[config.mk]
export PLATFORM = sky130hd
export DESIGN_NAME = keyed_singly_linked_list
export DESIGN_NICKNAME = d
export VERILOG_FILES = /design/src/hw/rtl/ksll_pkg.sv /design/src/hw/rtl/ksll_node_mem.sv /design/src/hw/rtl/keyed_singly_linked_list.sv
export SDC_FILE = /design/constraint.sdc
export NUM_CORES = 2
export LEC_CHECK = 0
export BUFFER_PORTS_ARGS = -buffer_cell sky130_fd_sc_hd__buf_2
export CORE_MARGIN = 5
export CORE_UTILIZATION = 60
export DETAILED_ROUTE_END_ITERATION = 16
export MAX_ROUTING_LAYER = met4
export PLACE_DENSITY_LB_ADDON = 0.05
export SLEW_MARGIN = 15
export SYNTH_ARGS = -nofsm -noshare
export SYNTH_HDL_FRONTEND = slang
export SYNTH_HIERARCHICAL = 1
export SYNTH_SLANG_ARGS = --single-unit
[constraint.sdc]
create_clock -name clk_i -period 14 [get_ports clk_i]
set_clock_uncertainty 0.2 [all_clocks]
set_input_delay 1.4 -clock clk_i [delete_from_list [all_inputs] [get_ports clk_i]]
set_output_delay 1.4 -clock clk_i [all_outputs]
set_load 0.005 [all_outputs]
[src/hw/rtl/ksll_pkg.sv]
// types and constants shared by the keyed singly linked list
`default_nettype none
package ksll_pkg;
  localparam int unsigned PTR_W = 7;
  localparam int unsigned VAL_W = 32;
  localparam int unsigned LEN_W = 7;

  typedef logic [PTR_W-1:0] ptr_t;
  localparam ptr_t NIL = 7'h7f;

  localparam logic [3:0] ACT_INS_HEAD   = 4'd0;
  localparam logic [3:0] ACT_INS_TAIL   = 4'd1;
  localparam logic [3:0] ACT_INS_BEFORE = 4'd2;
  localparam logic [3:0] ACT_INS_AFTER  = 4'd3;
  localparam logic [3:0] ACT_DEL_HEAD   = 4'd4;
  localparam logic [3:0] ACT_DEL_TAIL   = 4'd5;
  localparam logic [3:0] ACT_DEL_AFTER  = 4'd6;
  localparam logic [3:0] ACT_CLEAR      = 4'd7;
  localparam logic [3:0] ACT_DUMP       = 4'd8;

  localparam logic [2:0] ST_OK        = 3'd0;
  localparam logic [2:0] ST_EMPTY     = 3'd1;
  localparam logic [2:0] ST_NOT_FOUND = 3'd2;
  localparam logic [2:0] ST_FULL      = 3'd3;
  localparam logic [2:0] ST_BAD       = 3'd4;

  typedef struct packed {
    logic [3:0]              action;
    logic signed [VAL_W-1:0] value;
    logic signed [VAL_W-1:0] key;
  } item_t;

  typedef struct packed {
    logic [2:0]              status;
    logic signed [VAL_W-1:0] item_value;
    logic [LEN_W-1:0]        length;
    logic                    last;
  } result_t;

  typedef struct packed {
    logic             rd_en;
    ptr_t             rd_addr;
    logic             val_we;
    ptr_t             val_addr;
    logic [VAL_W-1:0] val_data;
    logic             lnk_we;
    ptr_t             lnk_addr;
    ptr_t             lnk_data;
  } mem_req_t;

  typedef struct packed {
    logic [VAL_W-1:0] val;
    ptr_t             link;
  } mem_rsp_t;
endpackage
`default_nettype wire

[src/hw/rtl/ksll_node_mem.sv]
// node pool memories: values and next links, registered read
`default_nettype none
module ksll_node_mem #(
  parameter int unsigned CAPACITY = 64
) (
  input  wire logic               clk_i,
  input  wire ksll_pkg::mem_req_t req_i,
  output ksll_pkg::mem_rsp_t      rsp_o
);
  import ksll_pkg::*;

  localparam int unsigned IDX_W = (CAPACITY > 1) ? $clog2(CAPACITY) : 1;

  logic [VAL_W-1:0] val_mem [CAPACITY];
  ptr_t             lnk_mem [CAPACITY];

  always_ff @(posedge clk_i) begin
    if (req_i.val_we) begin
      val_mem[req_i.val_addr[IDX_W-1:0]] <= req_i.val_data;
    end
    if (req_i.lnk_we) begin
      lnk_mem[req_i.lnk_addr[IDX_W-1:0]] <= req_i.lnk_data;
    end
    if (req_i.rd_en) begin
      rsp_o.val  <= val_mem[req_i.rd_addr[IDX_W-1:0]];
      rsp_o.link <= lnk_mem[req_i.rd_addr[IDX_W-1:0]];
    end
  end
endmodule
`default_nettype wire

[src/hw/rtl/keyed_singly_linked_list.sv]
// keyed singly linked list over a bounded node pool
// usage:
//   an item (action, value, key) is taken when start_i is high and busy_o low.
//   each result appears on res_o for one cycle with res_valid_o high; the
//   receiver takes it then and cannot hold it off.
//   every action gives one result with last set, except a dump of a non-empty
//   list, which gives one result per node in order and sets last on the tail.
// sequencing:
//   clear, bad actions, full inserts at the ends and deletes, keyed inserts
//   and dump on an empty list answer in the cycle after the item is taken.
//   a head insert steps through S_ALLOC, S_FREE when it reuses a freed node,
//   and S_PLACE; a tail insert to a non-empty list adds S_LINK2.
//   keyed actions, tail delete and dump walk the list through the node memory
//   at one node per cycle, set by the single read port of the node memory.
//   busy_o falls in the cycle that carries the final result; the next item
//   may be taken at the edge that takes that result.
// reset:
//   the list comes up empty with the whole pool unused; no clearing pass.
`default_nettype none
module keyed_singly_linked_list #(
  parameter int unsigned CAPACITY = 64
) (
  input  wire logic            clk_i,
  input  wire logic            rst_ni,
  input  wire logic            start_i,
  input  wire ksll_pkg::item_t item_i,
  output logic                 busy_o,
  output logic                 res_valid_o,
  output ksll_pkg::result_t    res_o
);
  import ksll_pkg::*;

  localparam logic [2:0] S_IDLE  = 3'd0;
  localparam logic [2:0] S_WALK  = 3'd1;
  localparam logic [2:0] S_ALLOC = 3'd2;
  localparam logic [2:0] S_FREE  = 3'd3;
  localparam logic [2:0] S_PLACE = 3'd4;
  localparam logic [2:0] S_LINK2 = 3'd5;
  localparam logic [2:0] S_DELRD = 3'd6;

  localparam logic [1:0] M_HEAD  = 2'd0;
  localparam logic [1:0] M_TAIL  = 2'd1;
  localparam logic [1:0] M_AFTER = 2'd2;

  localparam logic [LEN_W-1:0] CAP_L = LEN_W'(CAPACITY);

  function automatic logic live(ptr_t p);
    return p < PTR_W'(CAPACITY);
  endfunction

  logic [2:0]       state_q, state_d;
  logic [3:0]       act_q, act_d;
  logic [VAL_W-1:0] value_q, value_d, key_q, key_d;
  ptr_t             cur_q, cur_d, prev_q, prev_d, nx_q, nx_d, n_q, n_d;
  ptr_t             w2a_q, w2a_d, w2d_q, w2d_d;
  logic [1:0]       mode_q, mode_d;
  ptr_t             head_q, head_d, tail_q, tail_d, free_q, free_d;
  logic [LEN_W-1:0] nu_q, nu_d, cnt_q, cnt_d;
  logic             rv_q, rv_d;
  result_t          res_q, res_d;

  mem_req_t req;
  mem_rsp_t rsp;
  logic     fin;
  logic [2:0] fin_st;
  logic     full, hit;

  ksll_node_mem #(.CAPACITY(CAPACITY)) u_mem (
    .clk_i (clk_i),
    .req_i (req),
    .rsp_o (rsp)
  );

  assign full = cnt_q >= CAP_L;
  assign hit  = rsp.val == key_q;

  always_comb begin
    state_d = state_q;
    act_d   = act_q;
    value_d = value_q;
    key_d   = key_q;
    cur_d   = cur_q;
    prev_d  = prev_q;
    nx_d    = nx_q;
    n_d     = n_q;
    w2a_d   = w2a_q;
    w2d_d   = w2d_q;
    mode_d  = mode_q;
    head_d  = head_q;
    tail_d  = tail_q;
    free_d  = free_q;
    nu_d    = nu_q;
    cnt_d   = cnt_q;
    rv_d    = 1'b0;
    res_d   = res_q;
    req     = '0;
    fin     = 1'b0;
    fin_st  = ST_OK;

    unique case (state_q)
      S_IDLE: begin
        if (start_i) begin
          act_d   = item_i.action;
          value_d = item_i.value;
          key_d   = item_i.key;
          case (item_i.action)
            ACT_INS_HEAD, ACT_INS_TAIL: begin
              if (full) begin
                fin    = 1'b1;
                fin_st = ST_FULL;
              end else begin
                mode_d  = (item_i.action == ACT_INS_HEAD) ? M_HEAD : M_TAIL;
                state_d = S_ALLOC;
              end
            end
            ACT_CLEAR: begin
              head_d = NIL;
              tail_d = NIL;
              free_d = NIL;
              nu_d   = '0;
              cnt_d  = '0;
              fin    = 1'b1;
            end
            ACT_INS_BEFORE, ACT_INS_AFTER, ACT_DEL_HEAD, ACT_DEL_TAIL,
            ACT_DEL_AFTER, ACT_DUMP: begin
              if (!live(head_q)) begin
                fin    = 1'b1;
                fin_st = ST_EMPTY;
              end else begin
                req.rd_en   = 1'b1;
                req.rd_addr = head_q;
                cur_d       = head_q;
                state_d     = S_WALK;
              end
            end
            default: begin
              fin    = 1'b1;
              fin_st = ST_BAD;
            end
          endcase
        end
      end

      S_WALK: begin
        case (act_q)
          ACT_INS_BEFORE, ACT_INS_AFTER: begin
            if (hit) begin
              if (act_q == ACT_INS_BEFORE && cur_q == head_q) begin
                mode_d = M_HEAD;
              end else begin
                mode_d = M_AFTER;
                if (act_q == ACT_INS_BEFORE) begin
                  nx_d = cur_q;
                end else begin
                  prev_d = cur_q;
                  nx_d   = rsp.link;
                end
              end
              if (full) begin
                fin    = 1'b1;
                fin_st = ST_FULL;
              end else begin
                state_d = S_ALLOC;
              end
            end else if (!live(rsp.link)) begin
              fin    = 1'b1;
              fin_st = ST_NOT_FOUND;
            end else begin
              prev_d      = cur_q;
              cur_d       = rsp.link;
              req.rd_en   = 1'b1;
              req.rd_addr = rsp.link;
            end
          end
          ACT_DEL_AFTER: begin
            if (hit) begin
              if (!live(rsp.link)) begin
                fin    = 1'b1;
                fin_st = ST_NOT_FOUND;
              end else begin
                prev_d      = cur_q;
                nx_d        = rsp.link;
                req.rd_en   = 1'b1;
                req.rd_addr = rsp.link;
                state_d     = S_DELRD;
              end
            end else if (!live(rsp.link)) begin
              fin    = 1'b1;
              fin_st = ST_NOT_FOUND;
            end else begin
              cur_d       = rsp.link;
              req.rd_en   = 1'b1;
              req.rd_addr = rsp.link;
            end
          end
          ACT_DEL_HEAD, ACT_DEL_TAIL: begin
            if (act_q == ACT_DEL_HEAD || !live(rsp.link)) begin
              head_d = rsp.link;
              if (!live(rsp.link)) begin
                tail_d = NIL;
              end
              req.lnk_we   = 1'b1;
              req.lnk_addr = cur_q;
              req.lnk_data = free_q;
              free_d       = cur_q;
              cnt_d        = cnt_q - LEN_W'(1);
              fin          = 1'b1;
            end else if (rsp.link == tail_q) begin
              req.lnk_we   = 1'b1;
              req.lnk_addr = tail_q;
              req.lnk_data = free_q;
              free_d       = tail_q;
              cnt_d        = cnt_q - LEN_W'(1);
              w2a_d        = cur_q;
              w2d_d        = NIL;
              tail_d       = cur_q;
              state_d      = S_LINK2;
            end else begin
              cur_d       = rsp.link;
              req.rd_en   = 1'b1;
              req.rd_addr = rsp.link;
            end
          end
          ACT_DUMP: begin
            rv_d             = 1'b1;
            res_d.status     = ST_OK;
            res_d.item_value = rsp.val;
            res_d.length     = cnt_q;
            res_d.last       = !live(rsp.link);
            if (live(rsp.link)) begin
              cur_d       = rsp.link;
              req.rd_en   = 1'b1;
              req.rd_addr = rsp.link;
            end else begin
              state_d = S_IDLE;
            end
          end
          default: begin
            fin    = 1'b1;
            fin_st = ST_BAD;
          end
        endcase
      end

      S_ALLOC: begin
        if (live(free_q)) begin
          req.rd_en   = 1'b1;
          req.rd_addr = free_q;
          n_d         = free_q;
          state_d     = S_FREE;
        end else begin
          n_d     = PTR_W'(nu_q);
          nu_d    = nu_q + LEN_W'(1);
          state_d = S_PLACE;
        end
      end

      S_FREE: begin
        free_d  = rsp.link;
        state_d = S_PLACE;
      end

      S_PLACE: begin
        req.val_we   = 1'b1;
        req.val_addr = n_q;
        req.val_data = value_q;
        req.lnk_we   = 1'b1;
        req.lnk_addr = n_q;
        cnt_d        = cnt_q + LEN_W'(1);
        case (mode_q)
          M_HEAD: begin
            req.lnk_data = head_q;
            if (!live(head_q)) begin
              tail_d = n_q;
            end
            head_d = n_q;
            fin    = 1'b1;
          end
          M_TAIL: begin
            req.lnk_data = NIL;
            tail_d       = n_q;
            if (live(tail_q) && live(head_q)) begin
              w2a_d   = tail_q;
              w2d_d   = n_q;
              state_d = S_LINK2;
            end else begin
              head_d = n_q;
              fin    = 1'b1;
            end
          end
          default: begin
            req.lnk_data = nx_q;
            w2a_d        = prev_q;
            w2d_d        = n_q;
            if (prev_q == tail_q) begin
              tail_d = n_q;
            end
            state_d = S_LINK2;
          end
        endcase
      end

      S_DELRD: begin
        req.lnk_we   = 1'b1;
        req.lnk_addr = prev_q;
        req.lnk_data = rsp.link;
        if (nx_q == tail_q) begin
          tail_d = prev_q;
        end
        w2a_d   = nx_q;
        w2d_d   = free_q;
        free_d  = nx_q;
        cnt_d   = cnt_q - LEN_W'(1);
        state_d = S_LINK2;
      end

      S_LINK2: begin
        req.lnk_we   = 1'b1;
        req.lnk_addr = w2a_q;
        req.lnk_data = w2d_q;
        fin          = 1'b1;
      end

      default: begin
        state_d = S_IDLE;
      end
    endcase

    if (fin) begin
      state_d          = S_IDLE;
      rv_d             = 1'b1;
      res_d.status     = fin_st;
      res_d.item_value = '0;
      res_d.length     = cnt_d;
      res_d.last       = 1'b1;
    end
  end

  always_ff @(posedge clk_i or negedge rst_ni) begin
    if (!rst_ni) begin
      state_q <= S_IDLE;
      head_q  <= NIL;
      tail_q  <= NIL;
      free_q  <= NIL;
      nu_q    <= '0;
      cnt_q   <= '0;
      rv_q    <= 1'b0;
    end else begin
      state_q <= state_d;
      head_q  <= head_d;
      tail_q  <= tail_d;
      free_q  <= free_d;
      nu_q    <= nu_d;
      cnt_q   <= cnt_d;
      rv_q    <= rv_d;
    end
  end

  always_ff @(posedge clk_i) begin
    act_q   <= act_d;
    value_q <= value_d;
    key_q   <= key_d;
    cur_q   <= cur_d;
    prev_q  <= prev_d;
    nx_q    <= nx_d;
    n_q     <= n_d;
    w2a_q   <= w2a_d;
    w2d_q   <= w2d_d;
    mode_q  <= mode_d;
    res_q   <= res_d;
  end

  assign busy_o      = state_q != S_IDLE;
  assign res_valid_o = rv_q;
  assign res_o       = res_q;
endmodule
`default_nettype wire

# [After elaboration in Yosys (flattened, before gate mapping)]
# Memories as Yosys holds them, arrays and structs flattened. A register that Yosys moved wholly into a read port is not among the register bits.
# Cells that the tools add are included.
[word_totals] reg_bits=194 ramBits=2496 inputBits=71 output_inout_bits=45 wordCells=271 memories=2
[op_classes] n_addsub=3 magnitude_cmp=5 n_eq_ne=71 muxes=132 n_reduce_logical=37
[mem_list] memory="u_mem.val_mem" depth=64 width=32 read_ports=1 rd_ports_with_merged_regs=1 write_ports=1 line_no="ksll_node_mem.sv:14" source="logic [VAL_W-1:0] val_mem [CAPACITY];"
[mem_list] memory="u_mem.lnk_mem" depth=64 width=7 read_ports=1 rd_ports_with_merged_regs=1 write_ports=1 line_no="ksll_node_mem.sv:15" source="ptr_t lnk_mem [CAPACITY];"
[op_table] operator="2-to-1 mux 7 bit" count=48
[op_table] operator="2-to-1 mux 43 bit" count=3
[op_table] operator="case mux 7 bit (2 select lines)" count=9
[op_table] operator="case mux 7 bit (3 select lines)" count=4
[op_table] operator="case mux 7 bit (4 select lines)" count=3
[op_table] operator="2-to-1 mux 8 bit" count=8
[op_table] operator="case mux 15 bit (4 select lines)" count=1
[op_table] operator="case mux 8 bit (3 select lines)" count=2
[op_table] operator="2-to-1 mux 15 bit" count=3
[op_table] operator="2-to-1 mux 3 bit" count=14
[op_table] operator="2-to-1 mux 40 bit" count=1
[op_table] operator="inequality test 3 bit, second input constant" count=12
[op_table] operator="== test 32 bit" count=1
[op_table] operator="inequality test 4 bit, second input constant" count=8
[op_table] operator="inequality test 2 bit, second input constant" count=15
[op_table] operator="== test 4 x 3 -> 1 bit, second input constant" count=7
[op_table] operator="== test 7 bit" count=4
[op_table] operator="< comparator 7 bit, second input constant" count=4
[op_table] operator="case mux 3 bit (7 select lines)" count=1
[op_table] operator="case mux 3 bit (2 select lines)" count=3
[op_table] operator="case mux 3 bit (3 select lines)" count=2
[op_table] operator="AND reduction 6 bit" count=3
[op_table] operator="== test 4 x 2 -> 1 bit, second input constant" count=4
[op_table] operator="2-to-1 mux 1 bit" count=16
[op_table] operator="37 further kinds" count=72

# [Logic depth before layout (Yosys ltp)]
[depth] depth_word=8 ltp_mapped=19 ltp_nobuf=12

# [Cells and area by module]
# The synthesis kept the hierarchy.
[modules_own_cells] mod="ksll_node_mem" n_inst=1 cells_each=4145 area_each_um2=97126.9 seq_area_each_um2=76123.0
[modules_own_cells] mod="keyed_singly_linked_list" n_inst=1 cells_each=969 area_each_um2=9846.9 seq_area_each_um2=5326.4

# [Least setup slack after synthesis]
# OpenSTA, ideal clock, no wires.
[synth_timing] path_kind="input -> register" start="in item_i[65] (netlist name)" end="reg u_mem/rsp_o[11] (netlist name)" setup_time_ps=264 arrival_ps=4542 required_ps=13536 slack_ps=8994 cell_stages=15 path_buffers=5 path_cell_list="or4b_1 > o31ai_1 > nand2b_2 > nor2_1 > a22o_1 > a21o_1 > buf_6 > buf_4 > buf_2 > buf_2 > buf_1 > mux4_2 > mux2_2 > a221oi_1 > nand2_1"
[synth_lines] element="start: declaration" line_no="keyed_singly_linked_list.sv:26" source="input wire ksll_pkg::item_t item_i,"

==> flow_metrics.env <==
export IMPL_status="completed"
export IMPL_setup_viol=0
export IMPL_hold_viol_final=0
export IMPL_io_pins=116
export IMPL_arrival_ns=7.66
export IMPL_cts_sinks=2728
export IMPL_cts_resized=0
export IMPL_post_route_period_util_pct=52.4
export IMPL_core_um2=178000
export IMPL_grt_max_degree=126
export IMPL_drt_total_wl_um=276000
export IMPL_leakagePower_nw=37.3
export IMPL_critPathLaunchType="flop"
export IMPL_slew_limit_headroom_pct=19.3
export IMPL_cts_root_buf="clkbuf_16"
export IMPL_final_area_um2=120000
export IMPL_nNetsFinal=5452
export IMPL_final_cells=7934
export IMPL_grt_pass1_wl_um=391000
export IMPL_io_buffers=115
export IMPL_cts_tree="done"
export IMPL_cts_reportedPaths_clkPinSlew_ns=0.06
export IMPL_worst_setup_path_type="reg2reg"
export IMPL_grt_ovfl_total=0
export IMPL_cts_path_max_buffers=4
export IMPL_path_max_fanout=69
export IMPL_timing_setup_tns_ns=0
export IMPL_synthToLayoutAreaGrowth_pct=12.0
export IMPL_die_x_um=432
export IMPL_grt_pass1_vias=52600
export IMPL_maxCapViolations=0
export IMPL_final_common_cell="edfxtp_1"
export IMPL_endpoint_kind="flop"
export IMPL_p_total_mw=21.1
export IMPL_vias=54200
export IMPL_drc=0
export IMPL_ir_drop_mv=0.136
export IMPL_fmax_ghz=0.136
export IMPL_wl_per_cell_um=34.8
export IMPL_antenna_found_initial=7
export IMPL_first_pass_iters=7
export IMPL_rows=155
export IMPL_drive_gt1_share_pct=27.9
export IMPL_worst_pin_slew_ns=1.21
export IMPL_die_area_um2=187000
export IMPL_dp_cells=7441
export IMPL_placed_cell_area_um2=111000
export IMPL_vias_per_cell=6.83
export IMPL_p_per_area_nw_per_um2=176
export IMPL_die_y_um=432
export IMPL_num_fill_cells=11200
export IMPL_htreeDepth=5
export IMPL_gp_congestion=0.850
export IMPL_cts_buffers=290
export IMPL_cp_required_ns=14.32
export IMPL_rsz0062_at_grt="no"
export IMPL_start_util_pct=60.1
export IMPL_dr_first_iter_drc_count=7485
export IMPL_post_cts_buffers=0
export IMPL_layout_common_cells="edfxtp_1 (2,656), mux4_2 (598), clkbuf_16 (298), nand2_1 (196), mux2i_1 (189)"
export IMPL_period_minus_slack_ns=7.34
export IMPL_hold_path_class="reg2reg"
export IMPL_cts_hold_buffers_added=0
export IMPL_yosys_warnings=6
export IMPL_clock_latency_ns=0.92
export IMPL_drv_slew=0
export IMPL_netlist_area_um2=107000
export IMPL_synth_avg_cell_area_um2=20.9
export IMPL_synthCells=5105
export IMPL_ant_nets=0
export IMPL_hpwl_um=154000
export IMPL_syn_num_nets=5179
export IMPL_track_usage_pct=30.6
export IMPL_whs_ns=0.252
[area by class of cell]
type                            instances  area (µm²)  area share, %
Sequential cell                      2728       81400           68.0
Clock buffer                          361        7720           6.45
Inverter                               17        65.1         0.0544
Antenna cell                            8        20.0         0.0167
Clock inverter                        124         927          0.775
Timing Repair Buffer                  266        1860           1.55
Multi-Input combinational cell       2075       24700           20.7
Tap cell                             2355        2950           2.46
[flip-flops by register name, summed over array words and instances, names as in the netlist, 32 cells and up]
| register | cells |
|---|---|
| key_q | 32 |
| value_q | 32 |
| u_mem/rsp_o | 39 |
| u_mem/val_mem | 2048 |
| res_o | 43 |
| u_mem/lnk_mem | 448 |
[report_power, final]
group | switching, mW | total [mW] | leakage, nW | internal [mW]
Sequential | 0.253 | 10.0 | 25.2 | 9.79
Clock | 2.99 | 7.13 | 4.24 | 4.14
Combinational | 2.52 | 3.92 | 7.83 | 1.40
Total | 5.76 | 21.1 | 37.3 | 15.3
[critical path, stage by stage, from the launching register on]
cell,delay [ns]
edfxtp_1,0.60
xor2_1,0.24
nor4_1,0.52
nand4_1,0.43
nor2_1,0.63
o211ai_1,0.19
and3_1,0.34
a21o_4,0.48
buf_12,0.32
buf_4,0.50
mux4_2,0.57
mux2_2,0.32
a2111oi_2,0.90
o221ai_1,0.49
[stage by stage]
step	utilization (%)	setup WS, ns
after global placement	62.4	6.12
after CTS	67.3	6.75
final	67.3	6.66
after detailed placement	62.4	6.14
after floorplan	-	8.99
after global routing	67.3	6.46
[worst paths after layout]
path                            startpoint         endpoint  slack, ns  depth (start not counted)
max in group asynchronous           rst_ni       state_q[1]      12.43                          1
setup / recovery           u_mem/rsp_o[30]  u_mem/rsp_o[17]       6.66                         13
hold reg to reg                  res_o[17]        res_o[17]       0.25                          2
min in group asynchronous           rst_ni       state_q[0]       0.48                          1
hold / removal                   res_o[17]        res_o[17]       0.25                          2
setup reg to reg           u_mem/rsp_o[30]  u_mem/rsp_o[17]       6.66                         13
[routing by layer]
layer / GRT usage, % / wire [µm]
met5: - / 0
met4: 8.13 / 7710
met3: 5.55 / 28000
met2: 44.9 / 128000
met1: 45.4 / 112000
Power figures use the tool's default switching activity.
